===== src/sv/assert_macros.svh =====
// assertion macros used by the scorer unit
`ifndef ASSERT_MACROS_SVH
`define ASSERT_MACROS_SVH

// checked only outside reset
`define FSS_ASSERT(lbl, prop, msg) \
    lbl: assert property (@(posedge i_clk) disable iff (!i_rst_n) prop) else $error(msg);

// checked at every edge, reset included
`define FSS_ASSERT_ALWAYS(lbl, prop, msg) \
    lbl: assert property (@(posedge i_clk) prop) else $error(msg);

`endif


===== src/sv/fss_pkg.sv =====
// types, constants and character class functions of the fuzzy subsequence scorer
`default_nettype none

package fss_pkg;

    localparam int unsigned CHAR_W   = 8;
    localparam int unsigned PIDX_W   = 5;
    localparam int unsigned SCORE_W  = 11;
    localparam int unsigned RUN_W    = 4;
    localparam int unsigned GAP_W    = 4;
    localparam int unsigned TLEN_W   = 5;
    localparam int unsigned CFG_IDX_W = 2;
    localparam int unsigned CFG_DATA_W = 64;
    localparam int unsigned PAT_SLOTS = 16;

    localparam logic [CFG_IDX_W-1:0] CFG_PATTERN_LENGTH = 2'd0;
    localparam logic [CFG_IDX_W-1:0] CFG_PATTERN_LOW    = 2'd1;
    localparam logic [CFG_IDX_W-1:0] CFG_PATTERN_HIGH   = 2'd2;

    localparam logic [SCORE_W-1:0] CHAR_SCORE   = 11'd10;
    localparam logic [SCORE_W-1:0] WORD_BONUS   = 11'd15;
    localparam logic [SCORE_W-1:0] PREFIX_BONUS = 11'd25;
    localparam logic [3:0]         SHORT_BASE   = 4'd15;
    localparam logic [GAP_W-1:0]   GAP_CAP      = 4'd8;
    localparam logic [TLEN_W-1:0]  TLEN_SAT     = 5'd31;

    typedef logic [PAT_SLOTS-1:0][CHAR_W-1:0] t_pattern;

    typedef struct packed {
        logic [PIDX_W-1:0]  pidx;
        logic [SCORE_W-1:0] score;
        logic [RUN_W-1:0]   run;
        logic               prev_matched;
        logic [CHAR_W-1:0]  prev_char;
        logic [GAP_W-1:0]   gap;
        logic [TLEN_W-1:0]  tlen;
        logic               prefix_intact;
    } t_text_state;

    typedef struct packed {
        logic               matched;
        logic [SCORE_W-1:0] score;
    } t_result;

    localparam t_text_state TEXT_STATE_RESET = '{
        pidx: '0, score: '0, run: '0, prev_matched: 1'b0,
        prev_char: '0, gap: '0, tlen: '0, prefix_intact: 1'b1
    };

    function automatic logic is_upper(input logic [CHAR_W-1:0] c);
        return (c >= "A") && (c <= "Z");
    endfunction

    function automatic logic is_lower_or_digit(input logic [CHAR_W-1:0] c);
        return ((c >= "a") && (c <= "z")) || ((c >= "0") && (c <= "9"));
    endfunction

    function automatic logic [CHAR_W-1:0] fold(input logic [CHAR_W-1:0] c);
        return is_upper(c) ? c + 8'd32 : c;
    endfunction

    function automatic logic is_sep(input logic [CHAR_W-1:0] c);
        logic r;
        case (c)
            " ", ".", "-", "_", "/", ":", "(", ")", "&": r = 1'b1;
            default: r = 1'b0;
        endcase
        return r;
    endfunction

endpackage

`default_nettype wire


===== src/sv/fuzzy_subsequence_scorer_unit.sv =====
// Fuzzy subsequence scorer: takes one text character per cycle and, on the character marked
// as last, produces one matched flag and score. A request passes an input register and then
// the scoring logic into a result register. The text state register feeds back through the
// scoring logic, which sets the rate at one character per clock while the input side does not
// stall. The input side stalls only when a final character sits in the input register while
// an earlier result is still held by the output side. Configuration writes are always ready
// and act on the next character.
`default_nettype none

module fuzzy_subsequence_scorer_unit import fss_pkg::*; #(
    parameter int unsigned MAX_PATTERN = 16
) (
    input  wire logic                  i_clk,
    input  wire logic                  i_rst_n,
    input  wire logic                  i_in_valid,
    output logic                       o_in_stall,
    input  wire logic [CHAR_W-1:0]     i_text_char,
    input  wire logic                  i_text_end,
    output logic                       o_out_valid,
    input  wire logic                  i_out_stall,
    output logic                       o_matched,
    output logic [SCORE_W-1:0]         o_match_score,
    input  wire logic                  i_cfg_valid,
    output logic                       o_cfg_ready,
    input  wire logic [CFG_IDX_W-1:0]  i_cfg_index,
    input  wire logic [CFG_DATA_W-1:0] i_cfg_data
);

`include "assert_macros.svh"

    localparam logic [PIDX_W-1:0] MaxLen = PIDX_W'(MAX_PATTERN);

    logic [PIDX_W-1:0]     r_len;
    logic [CFG_DATA_W-1:0] r_pat_lo;
    logic [CFG_DATA_W-1:0] r_pat_hi;
    logic                  r_in_valid;
    logic [CHAR_W-1:0]     r_in_char;
    logic                  r_in_end;
    t_text_state           r_st;
    logic                  r_out_valid;
    t_result               r_out;

    t_text_state       n_st;
    t_result           step_result;
    logic [PIDX_W-1:0] len_act;
    t_pattern          pattern;
    logic              step_en;
    logic              advance;
    logic              in_take;

    assign len_act = (r_len > MaxLen) ? MaxLen : r_len;
    assign pattern = {r_pat_hi, r_pat_lo};

    assign advance    = !r_in_end || !r_out_valid || !i_out_stall;
    assign step_en    = r_in_valid && advance;
    assign o_in_stall = r_in_valid && !advance;
    assign in_take    = i_in_valid && !o_in_stall;
    assign o_cfg_ready = 1'b1;

    fss_step u_step (
        .i_state   (r_st),
        .i_char    (r_in_char),
        .i_last    (r_in_end),
        .i_len     (len_act),
        .i_pattern (pattern),
        .o_state   (n_st),
        .o_result  (step_result)
    );

    // configuration
    always_ff @(posedge i_clk) begin
        if (!i_rst_n) begin
            r_len    <= '0;
            r_pat_lo <= '0;
            r_pat_hi <= '0;
        end else if (i_cfg_valid && o_cfg_ready) begin
            case (i_cfg_index)
                CFG_PATTERN_LENGTH: r_len    <= i_cfg_data[PIDX_W-1:0];
                CFG_PATTERN_LOW:    r_pat_lo <= i_cfg_data;
                CFG_PATTERN_HIGH:   r_pat_hi <= i_cfg_data;
                default: ;
            endcase
        end
    end

    // input register
    always_ff @(posedge i_clk) begin
        if (!i_rst_n) begin
            r_in_valid <= 1'b0;
        end else if (in_take) begin
            r_in_valid <= 1'b1;
        end else if (advance) begin
            r_in_valid <= 1'b0;
        end
    end

    always_ff @(posedge i_clk) begin
        if (in_take) begin
            r_in_char <= i_text_char;
            r_in_end  <= i_text_end;
        end
    end

    // text state
    always_ff @(posedge i_clk) begin
        if (!i_rst_n) begin
            r_st <= TEXT_STATE_RESET;
        end else if (step_en) begin
            r_st <= n_st;
        end
    end

    // result register
    always_ff @(posedge i_clk) begin
        if (!i_rst_n) begin
            r_out_valid <= 1'b0;
        end else if (step_en && r_in_end) begin
            r_out_valid <= 1'b1;
        end else if (!i_out_stall) begin
            r_out_valid <= 1'b0;
        end
    end

    always_ff @(posedge i_clk) begin
        if (step_en && r_in_end) begin
            r_out <= step_result;
        end
    end

    assign o_out_valid   = r_out_valid;
    assign o_matched     = r_out.matched;
    assign o_match_score = r_out.score;

    `FSS_ASSERT(a_unmatched_zero,
        (r_out_valid && !r_out.matched) |-> (r_out.score == '0),
        "unmatched result carries a score")
    `FSS_ASSERT(a_state_cleared,
        (step_en && r_in_end) |=> ((r_st.pidx == '0) && (r_st.tlen == '0) && r_st.prefix_intact),
        "text state not cleared after final character")
    `FSS_ASSERT(a_result_kept,
        (r_out_valid && i_out_stall) |=> r_out_valid,
        "waiting result dropped")
    `FSS_ASSERT_ALWAYS(a_reset_idle,
        (!i_rst_n) |=> (!r_in_valid && !r_out_valid),
        "pipeline not empty after reset")

endmodule

`default_nettype wire


===== src/sv/fss_step.sv =====
// per character match, score and result logic of the fuzzy subsequence scorer
`default_nettype none

module fss_step import fss_pkg::*; (
    input  wire t_text_state       i_state,
    input  wire logic [CHAR_W-1:0] i_char,
    input  wire logic              i_last,
    input  wire logic [PIDX_W-1:0] i_len,
    input  wire t_pattern          i_pattern,
    output t_text_state            o_state,
    output t_result                o_result
);

    logic              word_start;
    logic              hit;
    logic [CHAR_W-1:0] pat_char;
    logic [RUN_W-1:0]  run_inc;
    logic [SCORE_W-1:0] add;
    logic [SCORE_W-1:0] run_bonus;
    logic [3:0]        half;
    logic [SCORE_W-1:0] short_bonus;
    logic [SCORE_W-1:0] final_score;
    t_text_state       nxt;

    assign pat_char   = i_pattern[i_state.pidx[3:0]];
    assign word_start = (i_state.tlen == '0) || is_sep(i_state.prev_char)
                        || (is_lower_or_digit(i_state.prev_char) && is_upper(i_char));
    assign hit        = (i_state.pidx < i_len) && (fold(i_char) == fold(pat_char));
    assign run_inc    = i_state.run + 4'd1;
    assign run_bonus  = (SCORE_W'(run_inc) << 2) + SCORE_W'(run_inc);

    always_comb begin
        add = CHAR_SCORE;
        if (word_start) begin
            add = add + WORD_BONUS;
        end
        if (i_state.prev_matched) begin
            add = add + run_bonus;
        end
    end

    always_comb begin
        nxt = i_state;
        if (hit) begin
            nxt.run          = i_state.prev_matched ? run_inc : '0;
            nxt.score        = i_state.score + add - SCORE_W'(i_state.gap);
            nxt.pidx         = i_state.pidx + 5'd1;
            nxt.gap          = '0;
            nxt.prev_matched = 1'b1;
            if (i_state.gap != '0) begin
                nxt.prefix_intact = 1'b0;
            end
        end else begin
            nxt.prev_matched = 1'b0;
            if ((i_state.pidx < i_len) && (i_state.gap < GAP_CAP)) begin
                nxt.gap = i_state.gap + 4'd1;
            end
        end
        nxt.prev_char = i_char;
        if (i_state.tlen < TLEN_SAT) begin
            nxt.tlen = i_state.tlen + 5'd1;
        end
    end

    assign half        = nxt.tlen[TLEN_W-1:1];
    assign short_bonus = (half < SHORT_BASE) ? SCORE_W'(SHORT_BASE - half) : '0;
    assign final_score = nxt.score + (nxt.prefix_intact ? PREFIX_BONUS : '0) + short_bonus;

    always_comb begin
        if (i_len == '0) begin
            o_result.matched = 1'b1;
            o_result.score   = '0;
        end else if (nxt.pidx >= i_len) begin
            o_result.matched = 1'b1;
            o_result.score   = final_score;
        end else begin
            o_result.matched = 1'b0;
            o_result.score   = '0;
        end
    end

    assign o_state = i_last ? TEXT_STATE_RESET : nxt;

endmodule

`default_nettype wire

===== config.mk =====
export PLATFORM = sky130hd
export DESIGN_NAME = fuzzy_subsequence_scorer_unit
export DESIGN_NICKNAME = d
export VERILOG_FILES = /design/src/sv/fss_pkg.sv /design/src/sv/fuzzy_subsequence_scorer_unit.sv /design/src/sv/fss_step.sv
export VERILOG_INCLUDE_DIRS = /design/src /design/src/sv
export SDC_FILE = /design/constraint.sdc
export NUM_CORES = 1
export LEC_CHECK = 0
export BUFFER_PORTS_ARGS = -buffer_cell sky130_fd_sc_hd__buf_2
export CELL_PAD_IN_SITES_DETAIL_PLACEMENT = 1
export CELL_PAD_IN_SITES_GLOBAL_PLACEMENT = 1
export CORE_MARGIN = 2
export CORE_UTILIZATION = 49
export CTS_CLUSTER_DIAMETER = 100
export DETAILED_ROUTE_END_ITERATION = 6
export PLACE_DENSITY = 0.89
export REMOVE_ABC_BUFFERS = 1
export SETUP_SLACK_MARGIN = 0.5
export SKIP_LAST_GASP = 1
export SLEW_MARGIN = 20
export SYNTH_ARGS = -nofsm -noshare
export SYNTH_HDL_FRONTEND = slang
export SYNTH_SLANG_ARGS = --single-unit

===== constraint.sdc =====
create_clock -name i_clk -period 17.45 [get_ports i_clk]
set_input_delay 3.49 -clock i_clk [delete_from_list [all_inputs] [get_ports i_clk]]
set_output_delay 3.49 -clock i_clk [all_outputs]
set_load 0.01 [all_outputs]

# [Word level (Yosys, flattened, before mapping)]
# Cells that the tools add are included.
[classes] add_sub_neg=13 n_lt_le_gt_ge=15 n_eq_ne=13 mux=24 bitwise=1 n_reduce_logical=37
[op_table] operator="equality test 8 x 6 -> 1 bit (second input constant)" count=8
[op_table] operator="2-to-1 mux 39 bit" count=1
[op_table] operator="adder 11 bit" count=3
[op_table] operator="binary-select mux 8 bit (select 4 bit)" count=1
[op_table] operator="greater-or-equal comparator 8 x 7 -> 1 bit (second input constant)" count=3
[op_table] operator="<= comparator 8 x 7 -> 1 bit (second input constant)" count=3
[op_table] operator="2-to-1 mux 8 bit" count=3
[op_table] operator="2-to-1 mux 11 bit" count=2
[op_table] operator="2-to-1 mux 20 bit" count=1
[op_table] operator="2-to-1 mux 5 bit" count=4
[op_table] operator="adder 8 x 6 -> 8 bit (second input constant)" count=2
[op_table] operator="2-to-1 mux 12 bit" count=1
[op_table] operator="2-to-1 mux 4 bit" count=3
[op_table] operator="AND reduction 2 bit" count=6
[op_table] operator="adder 5 x 11 -> 11 bit" count=1
[op_table] operator="logical AND 1 bit" count=11
[op_table] operator="subtractor 11 x 4 -> 11 bit" count=1
[op_table] operator="adder 5 x 1 -> 5 bit (second input constant)" count=2
[op_table] operator="zero test 5 bit" count=2
[op_table] operator="OR reduction 9 bit" count=1
[op_table] operator="adder 4 x 1 -> 4 bit (second input constant)" count=2
[op_table] operator="equality test 8 x 7 -> 1 bit (second input constant)" count=1
[op_table] operator="equality test 8 bit" count=1
[op_table] operator="greater-or-equal comparator 8 x 6 -> 1 bit (second input constant)" count=1
[op_table] operator="21 further kinds" count=39
[word_totals] ff_bits=195 inputBits=80 output_inout_bits=15

# [Logic depth before layout (Yosys ltp)]
# Gate-level depths: netlist of run 1.
[logic_depth] depth_word=14 mapped_depth=29 mapped_depth_nobuf=28

# [Modules after synthesis]
# A second synthesis of run 1 with hierarchy kept.
[unflattened] hier_cells=1262 hier_area_um2=11192.0
[modules_own_cells] module="fuzzy_subsequence_scorer_unit" n_inst=1 cells_per_inst=783 area_per_inst_um2=7269.5 seq_area_each_um2=4113.9
[modules_own_cells] module="fss_step" n_inst=1 cells_per_inst=479 area_per_inst_um2=3922.5 seq_area_each_um2=0.0

# [Worst setup path after synthesis of run 1]
# Ideal clock, no wire load.
[synth_path] path_type="input to output" start="input i_out_stall" end="output o_in_stall" arrival_time_ns=3.820 required_ns=13.960 slack_ns=10.140 cell_stages=2 path_buffers=0 cell_sequence="nand3_1 > nor2_1"
[synth_between] elab_chain_len=4
[synth_rtl] item="from (decl)" line="fuzzy_subsequence_scorer_unit.sv:20" rtl="input wire logic i_out_stall,"
[synth_rtl] item="zero test 1 bit"
[synth_rtl] item="logical OR 1 bit" line="fuzzy_subsequence_scorer_unit.sv:54" rtl="assign advance = !r_in_end || !r_out_valid || !i_out_stall;"
[synth_rtl] item="zero test 1 bit" line="fuzzy_subsequence_scorer_unit.sv:56" rtl="assign o_in_stall = r_in_valid && !advance;"
[synth_rtl] item="logical AND 1 bit" line="fuzzy_subsequence_scorer_unit.sv:56"
[synth_rtl] item="to (decl)" line="fuzzy_subsequence_scorer_unit.sv:16" rtl="output logic o_in_stall,"
# No other way between the ends.

# [Worst setup path in the final report of run 1]
# Ends and elaborated chain as after synthesis.

==> results of run 1 <==
[per-stage QoR]
step	hold slack (ns)	instances	total power, W
floorplan	0.432	1116	0.000531
global placement	0.439	1495	0.000561
detailed placement	0.447	1495	0.000566
CTS	0.458	1526	0.000955
global route	0.475	1526	0.000984
finish	0.455	1527	0.000952
[state kept, by name (all words and copies together) (netlist names)]
name	count
o_matched	1
r_pat_lo	64
r_in_end	1
r_in_char	8
o_out_valid	1
r_in_valid	1
r_len	5
o_match_score	11
r_pat_hi	64
r_st	39
[report_power, final]
part	internal [W]	switching [W]
logic	0.0000309	0.0000518
clock network	0.000193	0.000202
registers	0.000466	0.00000871
total	0.000689	0.000263
[logic make-up after synthesis]
group / share of synthesized area [%]
DFF: 39.9
xor gates and xnor gates: 3.06
adders and majority gates: 7.20
and+or+nand+nor: 19.8
buffers and inverters: 5.38
AOI/OAI and AO/OA: 15.5
muxes: 9.12
other: 0.0363
[synthesized netlist by cell type (all sizes together), types with 3 or more instances]
master | count | area share [%]
nor3b | 6 | 0.44
nor2 | 39 | 1.4
xnor2 | 22 | 1.9
a211o | 3 | 0.27
a31oi | 8 | 0.49
nand3b | 12 | 0.87
o21ai | 15 | 0.73
and3 | 4 | 0.24
ha | 45 | 5.5
o22ai | 3 | 0.24
nor3 | 14 | 0.78
nor2b | 10 | 0.61
a2bb2oi | 5 | 0.42
a2111oi | 4 | 0.34
clkbuf | 47 | 1.7
edfxtp | 21 | 6.1
nand2b | 8 | 0.49
a21o | 10 | 0.73
fa | 9 | 1.7
or3 | 4 | 0.29
nand2 | 313 | 11
nor4 | 6 | 0.36
mux2i | 10 | 0.97
o31ai | 4 | 0.29
and3b | 3 | 0.25
mux4 | 32 | 7.0
dfxtp | 174 | 34
inv | 56 | 2.0
a22oi | 11 | 0.90
nand4 | 3 | 0.18
a22o | 5 | 0.42
a32o | 5 | 0.49
buf | 25 | 1.6
or4 | 4 | 0.29
and2 | 6 | 0.36
nand3 | 15 | 0.73
or4b | 3 | 0.29
o2bb2ai | 6 | 0.57
mux2 | 10 | 1.1
xor2 | 14 | 1.2
nor4b | 3 | 0.25
a211oi | 6 | 0.44
a21oi | 164 | 8.0
[worst max-delay path by stage]
| stage | from | endpoint | slack (ns) | cells past startpoint |
|---|---|---|---|---|
| floorplan | i_out_stall | o_in_stall | 10.14 | 2 |
| global placement | i_out_stall | o_in_stall | 9.77 | 4 |
| detailed placement | i_out_stall | o_in_stall | 9.79 | 4 |
| CTS | i_out_stall | o_in_stall | 9.77 | 4 |
| global route | i_out_stall | o_in_stall | 9.70 | 4 |
| finish | i_out_stall | o_in_stall | 9.76 | 4 |
[placed cells by master (no fill, tap or decap), types with 15 or more instances in the layout]
cell / n
sky130_fd_sc_hd__buf_2: 93
sky130_fd_sc_hd__nand2_1: 311
sky130_fd_sc_hd__a21oi_1: 164
sky130_fd_sc_hd__ha_1: 45
sky130_fd_sc_hd__nor2_1: 39
sky130_fd_sc_hd__nand3_1: 15
sky130_fd_sc_hd__dfxtp_1: 173
sky130_fd_sc_hd__clkbuf_16: 17
sky130_fd_sc_hd__mux4_2: 31
sky130_fd_sc_hd__edfxtp_1: 21
sky130_fd_sc_hd__xnor2_1: 22
sky130_fd_sc_hd__inv_1: 55
[critical path, delay by kind of cell]
family	cells	cell delay, ns
buffers and inverters	2	0.28
and+or+nand+nor	2	0.43
[per-layer routing]
| metal | track usage [%] | up-vias | part of all wire [%] |
|---|---|---|---|
| met1 | 30.7 | 4409 | 41 |
| met5 | 0 | - | 0.045 |
| met4 | 12.2 | 2 | 3.5 |
| li1 | - | 4212 | - |
| met2 | 48.5 | 198 | 52 |
| met3 | 5.23 | 80 | 3.9 |
[layout make-up]
type | count | area, µm² | area share [%]
multi-input combinational | 865 | 5650 | 49.3
sequential | 195 | 4120 | 35.9
timing repair buffer | 104 | 548 | 4.78
clock buffer | 17 | 425 | 3.71
tap | 275 | 344 | 3.00
inverter | 56 | 213 | 1.86
clock inverter | 14 | 164 | 1.43
antenna | 1 | 2.50 | 0.0218
==> metrics.csv, run 1 <==
stage,metric,value,unit
outcome,run status,"complete, no violations",
place,placed wire-length estimate,19400,µm
power_and_ir_drop,static leakage,4.29,nW
drt,total detailed-routing wirelength,28900,µm
timing,relative slew slack,27.0,%
timing,pin slew with the least headroom to its limit,1.09,ns
worst_setup_path,reg2reg setup slack,10.45,ns
worst_hold_path,hold path cells,2,
global_route,overall routing resource usage,26.9,%
global_route,pin count of the biggest net entering global routing,89,
floorplanning,die height,149,µm
drt,starting DRC count in detailed routing,552,
logic_synthesis,main flop type after synthesis,sky130_fd_sc_hd__dfxtp_1,
worst_setup_path,Crit path top cell by count,sky130_fd_sc_hd__buf_2,
clock_network,number of buffers on the longest clock path,2,
final_layout,post-route design area,11500,µm²
timing,accumulated negative setup slack,0,ns
clock_network,insertion delay of the later-clocked pin in the worst-skew pair,0.45,ns
floorplanning,Core ar.,20800,µm²
drt,total number of vias,8901,
timing,Final Hold Vio Count,0,
power_and_ir_drop,VDD IR-drop max,0.0000713,V
logic_synthesis,sequential share of the synthesized area,39.9,%
floorplanning,Die Span X,149,µm
global_route,wire length of the first global-routing pass,47600,µm
worst_setup_path,R2R cell count,25,
worst_hold_path,hold path startpoint,r_pat_hi[54],
worst_hold_path,Worst Hold Class,reg -> reg,
place,GPL Wtd Cong,0.804,
worst_setup_path,maximum fanout encountered on the critical timing path,3,
clock_network,setup repair bufs after CTS,0,
logic_synthesis,count of yosys warnings during synthesis,0,
drt,post-detailed-route count of antenna-violating nets,0,
clock_network,H-tree level count,4,
timing,share of the clock period used by the worst path after layout,44.1,%
logic_synthesis,synthesized instance count,1188,
worst_setup_path,Crit path required time,13.96,ns
worst_setup_path,ordered list of cells on the worst path,buf_2 -> nand3_1 -> nor2_1 -> buf_2,
global_route,via count of the first global-routing pass,9550,
timing,final critical path time including I/O delays and setup,7.69,ns
global_route,"Remaining Overflow, GRT",0,
worst_setup_path,delay of the slowest critical-path stage,0.28,ns
clock_network,clk root buf,sky130_fd_sc_hd__clkbuf_16,
drt,Via density,5.83,
floorplanning,Boundary Pins,95,
worst_setup_path,critical setup path kind,in -> out,
clock_network,# hold bufs at CTS,0,
power_and_ir_drop,power density relative to cell area,83.0,nW/µm²
final_layout,layout cell share with drive strength beyond 1,15.4,%
drt,drt pass-1 iters,5,
logic_synthesis,synthesized area per cell,8.68,µm²
final_layout,count of nets after finishing,1373,
worst_setup_path,slowest library cell on the worst path,sky130_fd_sc_hd__nor2_1,
flow_run,max-cap violation count,0,
final_layout,post-synthesis to final-layout area growth,11.1,%
global_route,number of antenna violations at the first check in global routing,3,
worst_setup_path,Worst R2R Start,r_st[16],
logic_synthesis,fraction of registers with async set/reset,0,%
worst_setup_path,Reg2Reg Capture Point,o_match_score[10],
final_layout,end-of-flow core utilization,55.0,%
worst_hold_path,Worst Hold End,r_pat_hi[54],
floorplanning,FP Rows,53,
place,Post-Place Cell Area,10900,µm²
worst_setup_path,Worst EP arrival,4.20,ns
floorplanning,total die area,22200,µm²
timing,final setup violation count,0,
timing,fmax,130,MHz
logic_synthesis,number of enable-type register cells in the synthesized netlist,21,
floorplanning,effective utilization at floorplan,49.5,%
timing,clock skew,0.0165,ns
timing,final max-slew violation count,0,
clock_network,Sink Count,195,
clock_network,clock transition at the registers of the reported paths,0.07,ns
clock_network,post-cts gate resize count,0,
final_layout,filler cell count,2509,
drt,DRC errors left,0,
worst_setup_path,CP Launch Type,input port,
timing,"Worst Setup Slack, final",9.76,ns
worst_setup_path,Setup crit end kind,primary output,
logic_synthesis,Post-Synthesis Cell Area,10300,µm²
place,pre-CTS worst setup slack,9.79,ns
clock_network,CTS tree,built,
clock_network,number of clock buffers inserted by TritonCTS,17,
timing,RSZ-0062 raised after global routing,false,
place,count of input and output buffers,93,
logic_synthesis,"Distinct cells, synth",77,
logic_synthesis,flip-flop and latch count after synthesis,195,
drt,average wire length per cell after detail routing,18.9,µm
Power figures use the tool's default switching activity.
==> run 2: changes to the inputs <==
--- a/config.mk
+++ b/config.mk
@@ -6,14 +6,15 @@
 export SDC_FILE = /design/constraint.sdc
 export NUM_CORES = 1
 export LEC_CHECK = 0
+export ABC_AREA = 1
 export BUFFER_PORTS_ARGS = -buffer_cell sky130_fd_sc_hd__buf_2
 export CELL_PAD_IN_SITES_DETAIL_PLACEMENT = 1
 export CELL_PAD_IN_SITES_GLOBAL_PLACEMENT = 1
 export CORE_MARGIN = 2
-export CORE_UTILIZATION = 49
+export CORE_UTILIZATION = 39
 export CTS_CLUSTER_DIAMETER = 100
 export DETAILED_ROUTE_END_ITERATION = 6
-export PLACE_DENSITY = 0.89
+export PLACE_DENSITY = 0.8
 export REMOVE_ABC_BUFFERS = 1
 export SETUP_SLACK_MARGIN = 0.5
 export SKIP_LAST_GASP = 1
==> constraint.sdc (replaced) <==
create_clock -name i_clk -period 6.78 [get_ports i_clk]
set_input_delay 1.356 -clock i_clk [delete_from_list [all_inputs] [get_ports i_clk]]
set_output_delay 1.356 -clock i_clk [all_outputs]
set_load 0.01 [all_outputs]
==> run 2 against run 1 <==
Net effect: global-route usage down 5.0 points; synthesized area up 1.7%; cell area up 2.6%; hold slack worse by 0.0086 ns; combinational power rose to 3.1 times the previous value; critical path type is now reg -> reg; largest cell class unchanged.
==> metrics.csv, run 2 <==
stage,metric,value,unit,change
clock_network,number of buffers on the longest clock path,2,,unchanged
worst_setup_path,CP Launch Type,flip-flop,,
worst_setup_path,Crit path required time,6.99,ns,-6.97 ns
timing,final setup violation count,0,,unchanged
timing,accumulated negative setup slack,0,ns,unchanged
drt,total detailed-routing wirelength,30100,µm,+4.3%
worst_setup_path,R2R cell count,31,,+24%
drt,average wire length per cell after detail routing,15.9,µm,-16%
worst_setup_path,Worst R2R Start,r_in_char[3],,
worst_setup_path,Crit path top cell by count,sky130_fd_sc_hd__inv_1,,
floorplanning,Die Span X,168,µm,+13%
logic_synthesis,number of enable-type register cells in the synthesized netlist,21,,unchanged
logic_synthesis,most area-hungry cell type in the Yosys netlist,sky130_fd_sc_hd__dfxtp_1,,
final_layout,filler cell count,3457,,+38%
global_route,"Remaining Overflow, GRT",0,,unchanged
worst_hold_path,Worst Hold Class,reg -> reg,,
logic_synthesis,most common cell in the netlist,sky130_fd_sc_hd__nand2_1,,
timing,pin slew with the least headroom to its limit,1.08,ns,-0.00722 ns
logic_synthesis,fraction of registers with async set/reset,0,%,unchanged
logic_synthesis,cell types occupying the most area after synthesis,"sky130_fd_sc_hd__dfxtp_1 (33%), sky130_fd_sc_hd__nand2_1 (10%), sky130_fd_sc_hd__o21ai_0 (8.5%)",,
place,count of input and output buffers,93,,unchanged
logic_synthesis,sequential share of the synthesized area,39.2,%,-0.65 points
final_layout,layout cell share with drive strength beyond 1,10.8,%,-4.7 points
final_layout,Largest regs,"r_pat_hi: 64 flops, r_pat_lo: 64 flops, r_st: 39 flops",,
floorplanning,Core ar.,26700,µm²,+28%
final_layout,"most common cell after layout, fill and taps aside",sky130_fd_sc_hd__nand2_1,,
place,Post-Place Cell Area,11100,µm²,+2.3%
final_layout,total inserted antenna cells,0,,-1
global_route,overall routing resource usage,21.9,%,-5.0 points
flow_run,max-cap violation count,0,,unchanged
logic_synthesis,Post-Synthesis Cell Area,10500,µm²,+1.7%
worst_setup_path,maximum fanout encountered on the critical timing path,5,,+2
timing,final max-slew violation count,0,,unchanged
worst_setup_path,slowest library cell on the worst path,sky130_fd_sc_hd__fa_1,,
timing,Final Hold Vio Count,0,,unchanged
worst_setup_path,critical setup path kind,reg -> reg,,
clock_network,CTS tree,built,,
final_layout,end-of-flow core utilization,44.1,%,-11 points
global_route,pin count of the biggest net entering global routing,118,,+33%
clock_network,clock transition at the registers of the reported paths,0.08,ns,about the same
worst_setup_path,delay of the slowest critical-path stage,0.50,ns,+0.22 ns
worst_hold_path,hold path cells,2,,unchanged
timing,RSZ-0062 raised after global routing,true,,
floorplanning,FP Rows,60,,+13%
final_layout,post-synthesis to final-layout area growth,12.1,%,
logic_synthesis,fraction of post-synthesis cell area in the top cell type by area,33.2,%,-0.55 points
clock_network,clk root buf,sky130_fd_sc_hd__clkbuf_16,,
logic_synthesis,"Distinct cells, synth",46,,-40%
logic_synthesis,Synth top cells by count,"sky130_fd_sc_hd__nand2_1 (290), sky130_fd_sc_hd__inv_1 (188), sky130_fd_sc_hd__o21ai_0 (179)",,
timing,fmax,172,MHz,
power_and_ir_drop,VDD IR-drop max,0.000143,V,+100%
floorplanning,die height,168,µm,+13%
final_layout,"commonest non-fill, non-tap cells in the layout","sky130_fd_sc_hd__nand2_1 (290), sky130_fd_sc_hd__inv_1 (188), sky130_fd_sc_hd__o21ai_0 (178)",,
global_route,via count of the first global-routing pass,10200,,+7.0%
timing,hold slack,0.447,ns,-0.00858 ns
place,placed wire-length estimate,20700,µm,+6.8%
outcome,run status,"complete, no violations",,
worst_setup_path,Setup crit end kind,flip-flop,,
place,GPL Wtd Cong,0.812,,+1.0%
floorplanning,effective utilization at floorplan,39.4,%,-10 points
drt,total number of vias,9703,,+9.0%
worst_setup_path,reg2reg setup slack,0.98,ns,-9.47 ns
clock_network,Sink Count,195,,unchanged
timing,clock skew,0.0146,ns,-0.00193 ns
power_and_ir_drop,overall power consumption,0.00256,W,+170%
clock_network,insertion delay of the later-clocked pin in the worst-skew pair,0.45,ns,about the same
floorplanning,total die area,28200,µm²,+27%
final_layout,count of nets after finishing,1673,,+22%
timing,share of the clock period used by the worst path after layout,85.5,%,
power_and_ir_drop,static leakage,4.89,nW,+14%
logic_synthesis,synthesized instance count,1492,,+26%
logic_synthesis,main flop type after synthesis,sky130_fd_sc_hd__dfxtp_1,,
timing,relative slew slack,27.4,%,+0.43 points
clock_network,number of clock buffers inserted by TritonCTS,17,,unchanged
worst_hold_path,Worst Hold End,r_pat_hi[5],,
worst_setup_path,Crit path buffers/inverters,5,,+3
clock_network,# hold bufs at CTS,0,,unchanged
drt,drt pass-1 iters,4,,-1
drt,DRC errors left,0,,unchanged
worst_setup_path,Worst EP arrival,6.01,ns,+1.81 ns
clock_network,H-tree level count,4,,unchanged
logic_synthesis,flip-flop and latch count after synthesis,195,,unchanged
drt,starting DRC count in detailed routing,549,,-0.54%
floorplanning,Boundary Pins,95,,unchanged
power_and_ir_drop,power density relative to cell area,218,nW/µm²,+160%
logic_synthesis,count of yosys warnings during synthesis,0,,unchanged
worst_setup_path,Reg2Reg Capture Point,o_match_score[10],,
final_layout,post-route design area,11800,µm²,+2.6%
timing,final critical path time including I/O delays and setup,5.80,ns,
drt,Via density,5.13,,-12%
drt,post-detailed-route count of antenna-violating nets,0,,unchanged
worst_hold_path,hold path startpoint,r_pat_hi[5],,
logic_synthesis,synthesized area per cell,7.03,µm²,-19%
global_route,number of antenna violations at the first check in global routing,0,,-3
worst_setup_path,Worst path top cell family by delay,adder cells,,
global_route,wire length of the first global-routing pass,50500,µm,+6.0%
==> run 2: cell count changes in the layout (fill, tap and decap cells not counted), moves of 9 or more <==
cell                       before  now
sky130_fd_sc_hd__xnor2_1       22   11
sky130_fd_sc_hd__nand2_1      311  290
sky130_fd_sc_hd__a22oi_1        9    0
sky130_fd_sc_hd__mux2i_1       10    0
sky130_fd_sc_hd__a21o_1        10    1
sky130_fd_sc_hd__inv_1         55  188
sky130_fd_sc_hd__o21ai_0       12  178
sky130_fd_sc_hd__nor2_1        39  175
sky130_fd_sc_hd__nand3_1       15   69
sky130_fd_sc_hd__nor2b_1       10    0
sky130_fd_sc_hd__mux4_2        31    0
sky130_fd_sc_hd__mux2_2         9    0
sky130_fd_sc_hd__nand3b_1      12    1
==> run 2: power breakdown <==
group          leakage, nW  switching [W]  internal, W
Clock                0.300       0.000532     0.000535
Combinational         2.96       0.000169    0.0000903
Sequential            1.63      0.0000254      0.00121
==> run 2: worst register-to-register path, delay by kind of cell (launching register included) <==
family                   cells  cell delay, ns
AO/OA/AOI/OAI                9            1.40
XOR/XNOR                     1            0.19
buffers and inverters        5            0.32
flip-flops                   1            0.44
adder cells (fa/ha/maj)      6            2.31
AND/OR/NAND/NOR             10            0.90
==> run 2: kinds of logic (layout without fill, tap and decap cells) <==
| family | after synthesis | after routing | share of synthesized area, % |
|---|---|---|---|
| AOI/OAI and AO/OA | 370 | 370 | 18.3 |
| and+or+nand+nor | 575 | 575 | 22.8 |
| other | 1 | 1 | 0.0358 |
| adders and majority gates | 54 | 54 | 7.09 |
| xor gates and xnor gates | 24 | 24 | 2.08 |
| DFF | 195 | 195 | 39.2 |
| buffers and inverters | 273 | 333 | 10.5 |
==> run 2: layer usage <==
metal | track usage [%] | wire length, µm | up-vias | part of all wire (%)
li1 | - | - | 4901 | -
met1 | 27.1 | 13600 | 4639 | 45
met2 | 40.0 | 15400 | 130 | 51
met4 | 5.41 | 401 | 0 | 1.3
met5 | 0 | 0 | - | 0
met3 | 3.10 | 730 | 33 | 2.4
==> run 2: worst max path at each step <==
stage,startpoint,endpoint,slack [ns],depth (start not counted)
6_report,r_in_char[3],o_match_score[10],0.98,31
5_1_grt,r_in_char[3],o_match_score[9],0.47,34
4_1_cts,r_in_char[3],o_match_score[10],0.90,31
3_5_place_dp,r_in_char[3],o_match_score[10],0.90,31
3_3_place_gp,r_in_char[1],o_match_score[10],1.09,31
2_1_floorplan,r_st[34],o_match_score[10],0.98,26
==> run 2: cell type report <==
type                       count  area, µm²  area share, %
inverter                     198        748           6.36
clock buffer                  17        425           3.62
sequential                   195       4120           35.0
tap                          341        427           3.63
clock inverter                15        190           1.62
timing repair buffer         103        547           4.65
multi-input combinational   1024       5310           45.1
==> run 2: timing repair <==
| item | CTS | global route |
|---|---|---|
| endpoints found under the hold margin | 0 | 0 |
| buffers inserted | 0 | 1 |
| gates resized for setup | 0 | 4 |
| endpoints found under the setup margin | 0 | 3 |
==> run 2: through the flow <==
stage | instances | worst slack [ns]
floorplan | 1417 | 0.983
global placement | 1860 | 1.09
detailed placement | 1860 | 0.900
CTS | 1892 | 0.897
global route | 1893 | 0.474
finish | 1893 | 0.983
